### src/sv/accessory_register_file_slave_assert.svh
`ifndef ACCESSORY_REGISTER_FILE_SLAVE_ASSERT_SVH
`define ACCESSORY_REGISTER_FILE_SLAVE_ASSERT_SVH

// same-cycle implication under reset
`define ARFS_ASSERT_NOW(label, clk, rst_n, cond, prop, msg) \
    label: assert property (@(posedge clk) disable iff (!rst_n) (cond) |-> (prop)) \
        else $error(msg);

// next-cycle implication under reset
`define ARFS_ASSERT_NEXT(label, clk, rst_n, cond, prop, msg) \
    label: assert property (@(posedge clk) disable iff (!rst_n) (cond) |=> (prop)) \
        else $error(msg);

`endif

### src/sv/arfs_pkg.sv
package arfs_pkg;

    localparam int READ_BURST_DEFAULT = 32;

    localparam logic [1:0] MODE_ADDR  = 2'd0;
    localparam logic [1:0] MODE_DATA  = 2'd1;
    localparam logic [1:0] MODE_READ  = 2'd2;
    localparam logic [1:0] MODE_STORE = 2'd3;

    localparam int CFG_INDEX_W = 1;
    localparam int CFG_DATA_W  = 1;
    localparam logic [CFG_INDEX_W-1:0] CFG_PORT_ENABLED = 1'd0;
    localparam logic [CFG_INDEX_W-1:0] CFG_ALTERNATE_ID = 1'd1;

    localparam logic [7:0] POLL_LIMIT  = 8'h09;
    localparam logic [7:0] FORMAT_ADDR = 8'hFE;
    localparam logic [7:0] ID_ADDR     = 8'hFA;
    localparam logic [7:0] LAST_ADDR   = 8'hFF;
    localparam logic [7:0] RESET_FC    = 8'hA4;
    localparam logic [7:0] RESET_FD    = 8'h20;

    localparam logic [7:0] FMT_PACK  = 8'h01;
    localparam logic [7:0] FMT_SHIFT = 8'h02;

    localparam int STATUS_BYTES = 9;
    localparam int POLL_CNT_W   = $clog2(STATUS_BYTES);

    typedef struct packed {
        logic [1:0] mode;
        logic [7:0] byte_value;
        logic [7:0] mask_value;
        logic [2:0] slot;
    } in_item_t;

    typedef struct packed {
        logic [7:0] read_data;
        logic       last;
        logic       status_poll;
    } out_item_t;

    typedef struct packed {
        logic addr_load;
        logic data_write;
        logic store_load;
        logic fmt_read;
        logic fmt_capture;
        logic poll_write;
        logic burst_first;
        logic burst_next;
    } ctl_cmd_t;

    typedef struct packed {
        logic port_enabled;
        logic is_poll;
        logic poll_done;
        logic burst_last;
    } dp_status_t;

    typedef logic [7:0][7:0] ctl_bytes_t;
    typedef logic [STATUS_BYTES-1:0][7:0] status_bytes_t;

    function automatic logic [7:0] reg_reset_value(input logic [7:0] a, input logic alt);
        logic [7:0] v;
        case (a) inside
            [8'h00:8'h14]: v = 8'h00;
            [8'h15:8'h1E]: v = 8'hFF;
            [8'h1F:8'h3F]: v = 8'h00;
            [8'h40:8'hEF]: v = 8'hFF;
            [8'hF0:8'hF9]: v = 8'h00;
            ID_ADDR:       v = alt ? 8'h00 : 8'h01;
            8'hFB:         v = 8'h00;
            8'hFC:         v = RESET_FC;
            8'hFD:         v = RESET_FD;
            default:       v = 8'h01;
        endcase
        return v;
    endfunction

    function automatic status_bytes_t rebuild_status(input ctl_bytes_t data,
                                                     input ctl_bytes_t mask,
                                                     input logic [7:0] fmt);
        status_bytes_t r;
        status_bytes_t t;
        for (int i = 0; i < 6; i++) begin
            r[i] = (mask[i] != 8'h00) ? mask[i] : data[i];
        end
        r[6] = data[6] | mask[6];
        r[7] = data[7] | mask[7];
        r[8] = 8'h00;
        t = r;
        case (fmt)
            FMT_PACK:
            begin
                t[0] = {r[1][7:6], r[0][7:2]};
                t[1] = {r[1][5:4], r[2][7:2]};
                t[2] = {r[1][3], r[4][7:6], r[3][7:3]};
                t[3] = {r[4][5:3], r[5][7:3]};
                t[4] = r[6];
                t[5] = r[7];
                t[6] = 8'h00;
                t[7] = 8'h00;
            end
            FMT_SHIFT:
            begin
                t[8] = r[7];
                t[7] = r[6];
                t[6] = r[5];
                t[5] = r[4];
                t[4] = 8'h00;
            end
            default:
            begin
                t = r;
            end
        endcase
        return t;
    endfunction

endpackage

### src/sv/arfs_ctrl.sv
module arfs_ctrl (
    input  logic                 clk,
    input  logic                 rst_n,
    input  logic                 item_valid,
    output logic                 item_ready,
    input  logic [1:0]           item_mode,
    output logic                 result_valid,
    input  logic                 result_ready,
    input  arfs_pkg::dp_status_t status,
    output arfs_pkg::ctl_cmd_t   cmd
);

    typedef enum logic [2:0] {
        S_IDLE,
        S_FMT_RD,
        S_FMT_CAP,
        S_WRITE,
        S_ISSUE,
        S_OUT
    } state_t;

    state_t state_reg;
    state_t state_next;
    logic   take;

    assign item_ready   = (state_reg == S_IDLE);
    assign result_valid = (state_reg == S_OUT);
    assign take         = item_valid && item_ready && status.port_enabled;

    always_comb
    begin
        state_next = state_reg;
        cmd        = '0;
        unique case (state_reg)
            S_IDLE:
            begin
                if (take)
                begin
                    unique case (item_mode)
                        arfs_pkg::MODE_ADDR:  cmd.addr_load  = 1'b1;
                        arfs_pkg::MODE_DATA:  cmd.data_write = 1'b1;
                        arfs_pkg::MODE_STORE: cmd.store_load = 1'b1;
                        default:              state_next = status.is_poll ? S_FMT_RD : S_ISSUE;
                    endcase
                end
            end
            S_FMT_RD:
            begin
                cmd.fmt_read = 1'b1;
                state_next   = S_FMT_CAP;
            end
            S_FMT_CAP:
            begin
                cmd.fmt_capture = 1'b1;
                state_next      = S_WRITE;
            end
            S_WRITE:
            begin
                cmd.poll_write = 1'b1;
                if (status.poll_done)
                begin
                    state_next = S_ISSUE;
                end
            end
            S_ISSUE:
            begin
                cmd.burst_first = 1'b1;
                state_next      = S_OUT;
            end
            S_OUT:
            begin
                if (result_ready)
                begin
                    if (status.burst_last)
                    begin
                        state_next = S_IDLE;
                    end
                    else
                    begin
                        cmd.burst_next = 1'b1;
                    end
                end
            end
            default: state_next = S_IDLE;
        endcase
    end

    always_ff @(posedge clk or negedge rst_n)
    begin
        if (!rst_n)
        begin
            state_reg <= S_IDLE;
        end
        else
        begin
            state_reg <= state_next;
        end
    end

endmodule

### src/sv/arfs_datapath.sv
module arfs_datapath #(
    parameter int READ_BURST = arfs_pkg::READ_BURST_DEFAULT
) (
    input  logic                                 clk,
    input  logic                                 rst_n,
    input  arfs_pkg::in_item_t                   item,
    input  logic                                 cfg_write,
    input  logic [arfs_pkg::CFG_INDEX_W-1:0]     cfg_index,
    input  logic [arfs_pkg::CFG_DATA_W-1:0]      cfg_data,
    input  arfs_pkg::ctl_cmd_t                   cmd,
    output arfs_pkg::dp_status_t                 status,
    output arfs_pkg::out_item_t                  result
);

    localparam int CNT_W = $clog2(READ_BURST + 1);
    localparam logic [CNT_W-1:0] CNT_LAST = CNT_W'(READ_BURST - 1);
    localparam logic [arfs_pkg::POLL_CNT_W-1:0] POLL_LAST =
        arfs_pkg::POLL_CNT_W'(arfs_pkg::STATUS_BYTES - 1);

    logic [7:0]                    regfile_mem [256];
    logic [255:0]                  valid_reg;
    arfs_pkg::ctl_bytes_t          ctl_data_reg;
    arfs_pkg::ctl_bytes_t          ctl_mask_reg;
    logic [7:0]                    start_reg;
    logic [7:0]                    cursor_reg;
    logic                          stopped_reg;
    logic                          port_en_reg;
    logic                          alt_reg;
    logic [7:0]                    fmt_reg;
    logic [arfs_pkg::POLL_CNT_W-1:0] poll_cnt_reg;
    logic [CNT_W-1:0]              burst_cnt_reg;
    logic [7:0]                    burst_addr_reg;
    logic                          burst_poll_reg;
    logic                          last_reg;
    logic [7:0]                    rd_data_reg;
    logic                          rd_hit_reg;
    logic [7:0]                    rd_dflt_reg;

    arfs_pkg::status_bytes_t       status_bytes;
    logic                          wr_en;
    logic [7:0]                    wr_addr;
    logic [7:0]                    wr_data;
    logic                          rd_en;
    logic [7:0]                    rd_addr;
    logic [7:0]                    rd_value;
    logic [CNT_W-1:0]              issue_cnt;
    logic                          issue_poll;
    logic                          issue_last;
    logic                          write_ok;

    assign status_bytes = arfs_pkg::rebuild_status(ctl_data_reg, ctl_mask_reg, fmt_reg);
    assign write_ok     = cmd.data_write && !stopped_reg;

    always_comb
    begin
        wr_en   = write_ok || cmd.poll_write;
        wr_addr = cursor_reg;
        wr_data = item.byte_value;
        if (cmd.poll_write)
        begin
            wr_addr = 8'(poll_cnt_reg);
            wr_data = status_bytes[poll_cnt_reg];
        end
    end

    always_comb
    begin
        rd_en      = cmd.fmt_read || cmd.burst_first || cmd.burst_next;
        rd_addr    = arfs_pkg::FORMAT_ADDR;
        issue_cnt  = '0;
        issue_poll = status.is_poll;
        if (cmd.burst_first)
        begin
            rd_addr = start_reg;
        end
        else if (cmd.burst_next)
        begin
            rd_addr    = burst_addr_reg + 8'd1;
            issue_cnt  = burst_cnt_reg + CNT_W'(1);
            issue_poll = burst_poll_reg;
        end
        issue_last = (issue_cnt == CNT_LAST) ||
                     (!issue_poll && (rd_addr == arfs_pkg::LAST_ADDR));
    end

    assign rd_value = rd_hit_reg ? rd_data_reg : rd_dflt_reg;

    always_ff @(posedge clk)
    begin
        if (wr_en)
        begin
            regfile_mem[wr_addr] <= wr_data;
        end
        if (rd_en)
        begin
            rd_data_reg <= regfile_mem[rd_addr];
            rd_hit_reg  <= valid_reg[rd_addr];
            rd_dflt_reg <= arfs_pkg::reg_reset_value(rd_addr, alt_reg);
        end
        if (cmd.fmt_capture)
        begin
            fmt_reg <= rd_value;
        end
    end

    always_ff @(posedge clk or negedge rst_n)
    begin
        if (!rst_n)
        begin
            valid_reg      <= '0;
            ctl_data_reg   <= '0;
            ctl_mask_reg   <= '0;
            start_reg      <= '0;
            cursor_reg     <= '0;
            stopped_reg    <= 1'b0;
            port_en_reg    <= 1'b1;
            alt_reg        <= 1'b0;
            poll_cnt_reg   <= '0;
            burst_cnt_reg  <= '0;
            burst_addr_reg <= '0;
            burst_poll_reg <= 1'b0;
            last_reg       <= 1'b0;
        end
        else
        begin
            if (cfg_write)
            begin
                unique case (cfg_index)
                    arfs_pkg::CFG_PORT_ENABLED: port_en_reg <= cfg_data[0];
                    default:
                    begin
                        alt_reg                     <= cfg_data[0];
                        valid_reg[arfs_pkg::ID_ADDR] <= 1'b0;
                    end
                endcase
            end
            if (wr_en)
            begin
                valid_reg[wr_addr] <= 1'b1;
            end
            if (cmd.addr_load)
            begin
                start_reg   <= item.byte_value;
                cursor_reg  <= item.byte_value;
                stopped_reg <= 1'b0;
            end
            if (write_ok)
            begin
                if (cursor_reg == arfs_pkg::LAST_ADDR)
                begin
                    stopped_reg <= 1'b1;
                end
                else
                begin
                    cursor_reg <= cursor_reg + 8'd1;
                end
            end
            if (cmd.store_load)
            begin
                ctl_data_reg[item.slot] <= item.byte_value;
                ctl_mask_reg[item.slot] <= item.mask_value;
            end
            if (cmd.fmt_capture)
            begin
                poll_cnt_reg <= '0;
            end
            else if (cmd.poll_write)
            begin
                poll_cnt_reg <= poll_cnt_reg + arfs_pkg::POLL_CNT_W'(1);
            end
            if (cmd.burst_first || cmd.burst_next)
            begin
                burst_cnt_reg  <= issue_cnt;
                burst_addr_reg <= rd_addr;
                burst_poll_reg <= issue_poll;
                last_reg       <= issue_last;
            end
        end
    end

    assign status.port_enabled = port_en_reg;
    assign status.is_poll      = (start_reg < arfs_pkg::POLL_LIMIT);
    assign status.poll_done    = (poll_cnt_reg == POLL_LAST);
    assign status.burst_last   = last_reg;

    assign result.read_data   = rd_value;
    assign result.last        = last_reg;
    assign result.status_poll = burst_poll_reg;

endmodule

### src/sv/accessory_register_file_slave.sv
// Register-file slave of an accessory bus, one item at a time. Address, data-write and
// controller-store items do not leave S_IDLE. A read item passes S_ISSUE, which issues
// the registered read, before its first byte shows, then one byte per cycle while
// result_ready stays high, up to READ_BURST bytes (fewer near the top of the file). A
// status poll (start address below 0x09) first fetches the format byte at 0xFE in
// S_FMT_RD and S_FMT_CAP and writes the 9 rebuilt status bytes in S_WRITE, all through
// the register file's single write and single registered read port. Reset contents
// come from a per-entry valid bit and the reset table; no clearing pass after reset.
`include "accessory_register_file_slave_assert.svh"

module accessory_register_file_slave #(
    parameter int READ_BURST = arfs_pkg::READ_BURST_DEFAULT
) (
    input  logic                             clk,
    input  logic                             rst_n,
    input  logic                             item_valid,
    output logic                             item_ready,
    input  arfs_pkg::in_item_t               item,
    output logic                             result_valid,
    input  logic                             result_ready,
    output arfs_pkg::out_item_t              result,
    input  logic                             cfg_write,
    input  logic [arfs_pkg::CFG_INDEX_W-1:0] cfg_index,
    input  logic [arfs_pkg::CFG_DATA_W-1:0]  cfg_data
);

    arfs_pkg::ctl_cmd_t   cmd;
    arfs_pkg::dp_status_t status;

    arfs_ctrl u_ctrl (
        .clk          (clk),
        .rst_n        (rst_n),
        .item_valid   (item_valid),
        .item_ready   (item_ready),
        .item_mode    (item.mode),
        .result_valid (result_valid),
        .result_ready (result_ready),
        .status       (status),
        .cmd          (cmd)
    );

    arfs_datapath #(
        .READ_BURST (READ_BURST)
    ) u_datapath (
        .clk       (clk),
        .rst_n     (rst_n),
        .item      (item),
        .cfg_write (cfg_write),
        .cfg_index (cfg_index),
        .cfg_data  (cfg_data),
        .cmd       (cmd),
        .status    (status),
        .result    (result)
    );

    `ARFS_ASSERT_NOW(a_no_overlap, clk, rst_n, result_valid, !item_ready,
        "item taken while a burst is pending")

    `ARFS_ASSERT_NEXT(a_burst_continues, clk, rst_n,
        result_valid && result_ready && !result.last, result_valid,
        "burst ended without a last byte")

    `ARFS_ASSERT_NEXT(a_last_frees, clk, rst_n,
        result_valid && result_ready && result.last, item_ready,
        "block not ready after last byte")

    `ARFS_ASSERT_NEXT(a_short_items, clk, rst_n,
        item_valid && item_ready && (item.mode != arfs_pkg::MODE_READ), item_ready,
        "non-read item held the block")

endmodule
### config.mk
export PLATFORM = sky130hd
export DESIGN_NAME = accessory_register_file_slave
export DESIGN_NICKNAME = d
export VERILOG_FILES = /design/src/sv/arfs_pkg.sv /design/src/sv/arfs_ctrl.sv /design/src/sv/arfs_datapath.sv /design/src/sv/accessory_register_file_slave.sv
export VERILOG_INCLUDE_DIRS = /design/src /design/src/sv
export SDC_FILE = /design/constraint.sdc
export NUM_CORES = 2
export LEC_CHECK = 0
export ABC_CLOCK_PERIOD_IN_PS = 25500
export BUFFER_PORTS_ARGS = -buffer_cell sky130_fd_sc_hd__buf_2
export CAP_MARGIN = 25
export CORE_MARGIN = 4
export CORE_UTILIZATION = 50
export DETAILED_ROUTE_END_ITERATION = 10
export MAX_ROUTING_LAYER = met4
export PLACE_DENSITY_LB_ADDON = 0.3
export SKIP_LAST_GASP = 1
export SYNTH_ARGS = -nofsm -noshare
export SYNTH_HDL_FRONTEND = slang
export SYNTH_SLANG_ARGS = --single-unit
### constraint.sdc
create_clock -name clk -period 25.5 [get_ports clk]
set_clock_uncertainty 0.1 [all_clocks]
set_input_delay 5.1 -clock clk [delete_from_list [all_inputs] [get_ports clk]]
set_output_delay 5.1 -clock clk [all_outputs]
set_load 0.05 [all_outputs]
==> flow_summary.json <==
{
  "share_comb_of_total_power": 0.174,
  "end_kind": "flop",
  "mostFrequentLayoutCell": "edfxtp_1",
  "vias_per_cell": 6.62,
  "power.density_nw_per_um2": 104,
  "cts.sinks": 2495,
  "seqPwrFrac": 0.510,
  "ys_async_sr_fraction": 0.171,
  "finalSetupTns_ns": 0,
  "vias": 59700,
  "n_fill_cell": 14700,
  "synth_cell_types": 76,
  "drt_iter0_drc": 9037,
  "yosys-top-cells-area": "edfxtp_1 (65%), dfrtp_1 (11%), a22oi_1 (8.1%)",
  "h-tree-depth": 4,
  "r2r_end": "u_datapath.rd_data_reg[0]",
  "slew_violations": 0,
  "rsz0062_at_grt": "no",
  "switching_share": 0.294,
  "worst_pin_slew_ns": 1.22,
  "gp_congestion": 0.906,
  "fp.dieW_um": 447,
  "drive_gt1_frac": 0.154,
  "syn-cell-area_um2": 96200,
  "period_minus_slack_ns": 10.07,
  "grt_overflow": 0,
  "layout_worst_path_cycle_share": 0.395,
  "antenna_found_initial": 7,
  "status": "completed",
  "setup_ws_ns": 15.43,
  "core-area_um2": 191000,
  "r2r_start": "u_ctrl.state_reg[0]",
  "dp_slack_ns": 14.76,
  "ys_seq_area_frac": 0.757,
  "cap_viol_max_count": 0,
  "grt_use_total": 0.280,
  "clockRootBuffer": "clkbuf_16",
  "hp-class": "flop to flop",
  "p_switching_uw": 3270,
  "routedWlPerCell_um": 30.5,
  "power_leakage_uw": 0.0371,
  "synth_ff_type": "edfxtp_1",
  "firstDrtPassIters": 6,
  "ys_ff_latch": 2495,
  "pwr-share-clk": 0.316,
  "cp.required_ns": 26.15,
  "die_h_um": 447,
  "clkLatencyLatePin_ns": 0.88,
  "max-vdd-ir-drop_uv": 210,
  "synth_edf_count": 2069,
  "ant_nets": 0,
  "cts_buffer_depth": 3,
  "crit_fanout": 156,
  "max-slew-margin-rel": 0.189,
  "largest_reg_flops": 2048,
  "post_cts_resized": 0,
  "place_hpwl_um": 158000,
  "first_global_vias": 57000,
  "syn_inst": 6282,
  "grt_pass1_wl_um": 400000,
  "nets": 6320,
  "clkTransAtPathRegs_ns": 0.06,
  "finalSetupViolCount": 0,
  "criticalPathCategory": "input pin to flop",
  "yosysTopAreaCell": "edfxtp_1",
  "place.port_buffers": 39,
  "synthesis.nets": 6315,
  "dieArea_um2": 199000,
  "cts-hold-fix-buffers": 0,
  "r2r_slack_ns": 18.64,
  "hold_depth": 1,
  "cts_setup_buffers": 0,
  "internal_power_uw": 7870,
  "startpoint_type": "input pin",
  "ios": 40,
  "worstHoldStart": "u_datapath.valid_reg[97]",
  "row_count": 160,
  "wl_um": 275000,
  "synth.top_cell.area_share": 0.646,
  "utilization": 0.562,
  "finalHoldViolCount": 0,
  "cts_tree": "yes",
  "synthToLayoutAreaGrowth_pct": 11.4,
  "max_freq_mhz": 99.3,
  "reg2regPathDepth": 16,
  "synth_area_per_cell_um2": 15.3,
  "numCtsBuffers": 235,
  "grt_max_degree": 195,
  "yosys_warnings": 0,
  "start_util": 0.504,
  "hold_end": "u_datapath.valid_reg[97]",
  "mostFrequentLayoutCells": "edfxtp_1 (2069), a22oi_1 (1043), a21oi_1 (570)",
  "drc": 0,
  "arrival_ns": 10.72
}
[worst max-delay path, stage by stage]
cell	delay [ns]
buf_2	0.13
nand2b_1	0.21
a21oi_4	0.33
and2_4	0.56
buf_4	0.69
buf_4	0.76
buf_12	0.65
buf_4	0.62
a22oi_1	0.14
a21oi_1	0.21
nor4_1	0.07
a211oi_1	0.51
o2bb2ai_1	0.23
or4_1	0.15
[cell usage after synthesis (all sizes together) (26+ instances only)]
| master | number |
|---|---|
| and3 | 100 |
| a31oi | 56 |
| buf | 212 |
| nand2 | 239 |
| a22oi | 1044 |
| nor4 | 104 |
| or4 | 33 |
| o21ai | 90 |
| a21oi | 572 |
| clkbuf | 223 |
| or2 | 260 |
| nor2 | 339 |
| edfxtp | 2069 |
| dfrtp | 425 |
| nand3 | 41 |
| o41ai | 26 |
| mux2 | 138 |
[routing by layer]
layer | vias to the layer above | share of wire | global-route usage | routed length [µm]
li1 | 24900 | - | - | -
met1 | 30300 | 0.39 | 0.388 | 107000
met2 | 3739 | 0.46 | 0.413 | 127000
met3 | 650 | 0.11 | 0.0532 | 29400
met4 | 0 | 0.045 | 0.111 | 12500
met5 | - | 0 | - | 0
[power by group through the flow]
stage / clock network, µW / logic [µW] / registers, µW
after floorplan: 0 / 837 / 6330
after global placement: 0 / 1780 / 5770
after detailed placement: 0 / 1860 / 5770
after CTS: 3550 / 1860 / 5690
after global routing: 3720 / 2020 / 5690
final: 3520 / 1940 / 5680
[final cells by class]
| type | count | area, µm² | area share |
|---|---|---|---|
| clock buffers | 337 | 6600 | 0.0616 |
| clock inverters | 113 | 1180 | 0.0110 |
| repair buffers | 203 | 1710 | 0.0160 |
| inverters | 11 | 41.3 | 0.000385 |
| multi-input cells | 3341 | 21700 | 0.202 |
| flip-flops and latches | 2495 | 72800 | 0.679 |
| diodes | 6 | 15.0 | 0.000140 |
| well taps | 2511 | 3140 | 0.0293 |
[kinds of logic after synthesis]
family                   share of synthesized area
flip-flops                                   0.757
AO/OA/AOI/OAI                                0.137
AND/OR/NAND/NOR                             0.0633
buffers and inverters                       0.0211
multiplexers                                0.0208
XOR/XNOR                                  0.000911
adder cells (fa/ha/maj)                   0.000650
[how the worst max path moves through the flow]
stage	from	endpoint	slack, ns	cells past startpoint
finish	result_ready	u_datapath.rd_data_reg[0]	15.43	14
global route	result_ready	u_datapath.rd_data_reg[0]	15.31	14
CTS	result_ready	u_datapath.rd_data_reg[0]	15.69	14
detailed placement	result_ready	u_datapath.rd_data_reg[0]	14.76	14
global placement	result_ready	u_datapath.rd_data_reg[0]	14.82	14
floorplan	u_datapath.ctl_mask_reg[37]	u_datapath.regfile_mem[0][7]	10.76	8
[metrics by stage]
stage	hold slack [ns]	cell area, µm²	instances	total power (µW)
6_report	0.361	107000	9017	11100
5_1_grt	0.374	107000	9015	11400
4_1_cts	0.363	107000	8994	11100
3_5_place_dp	0.348	99100	8544	7630
3_3_place_gp	0.341	98900	8525	7540
2_1_floorplan	0.327	96200	6282	7170
Power figures use the tool's default switching activity.
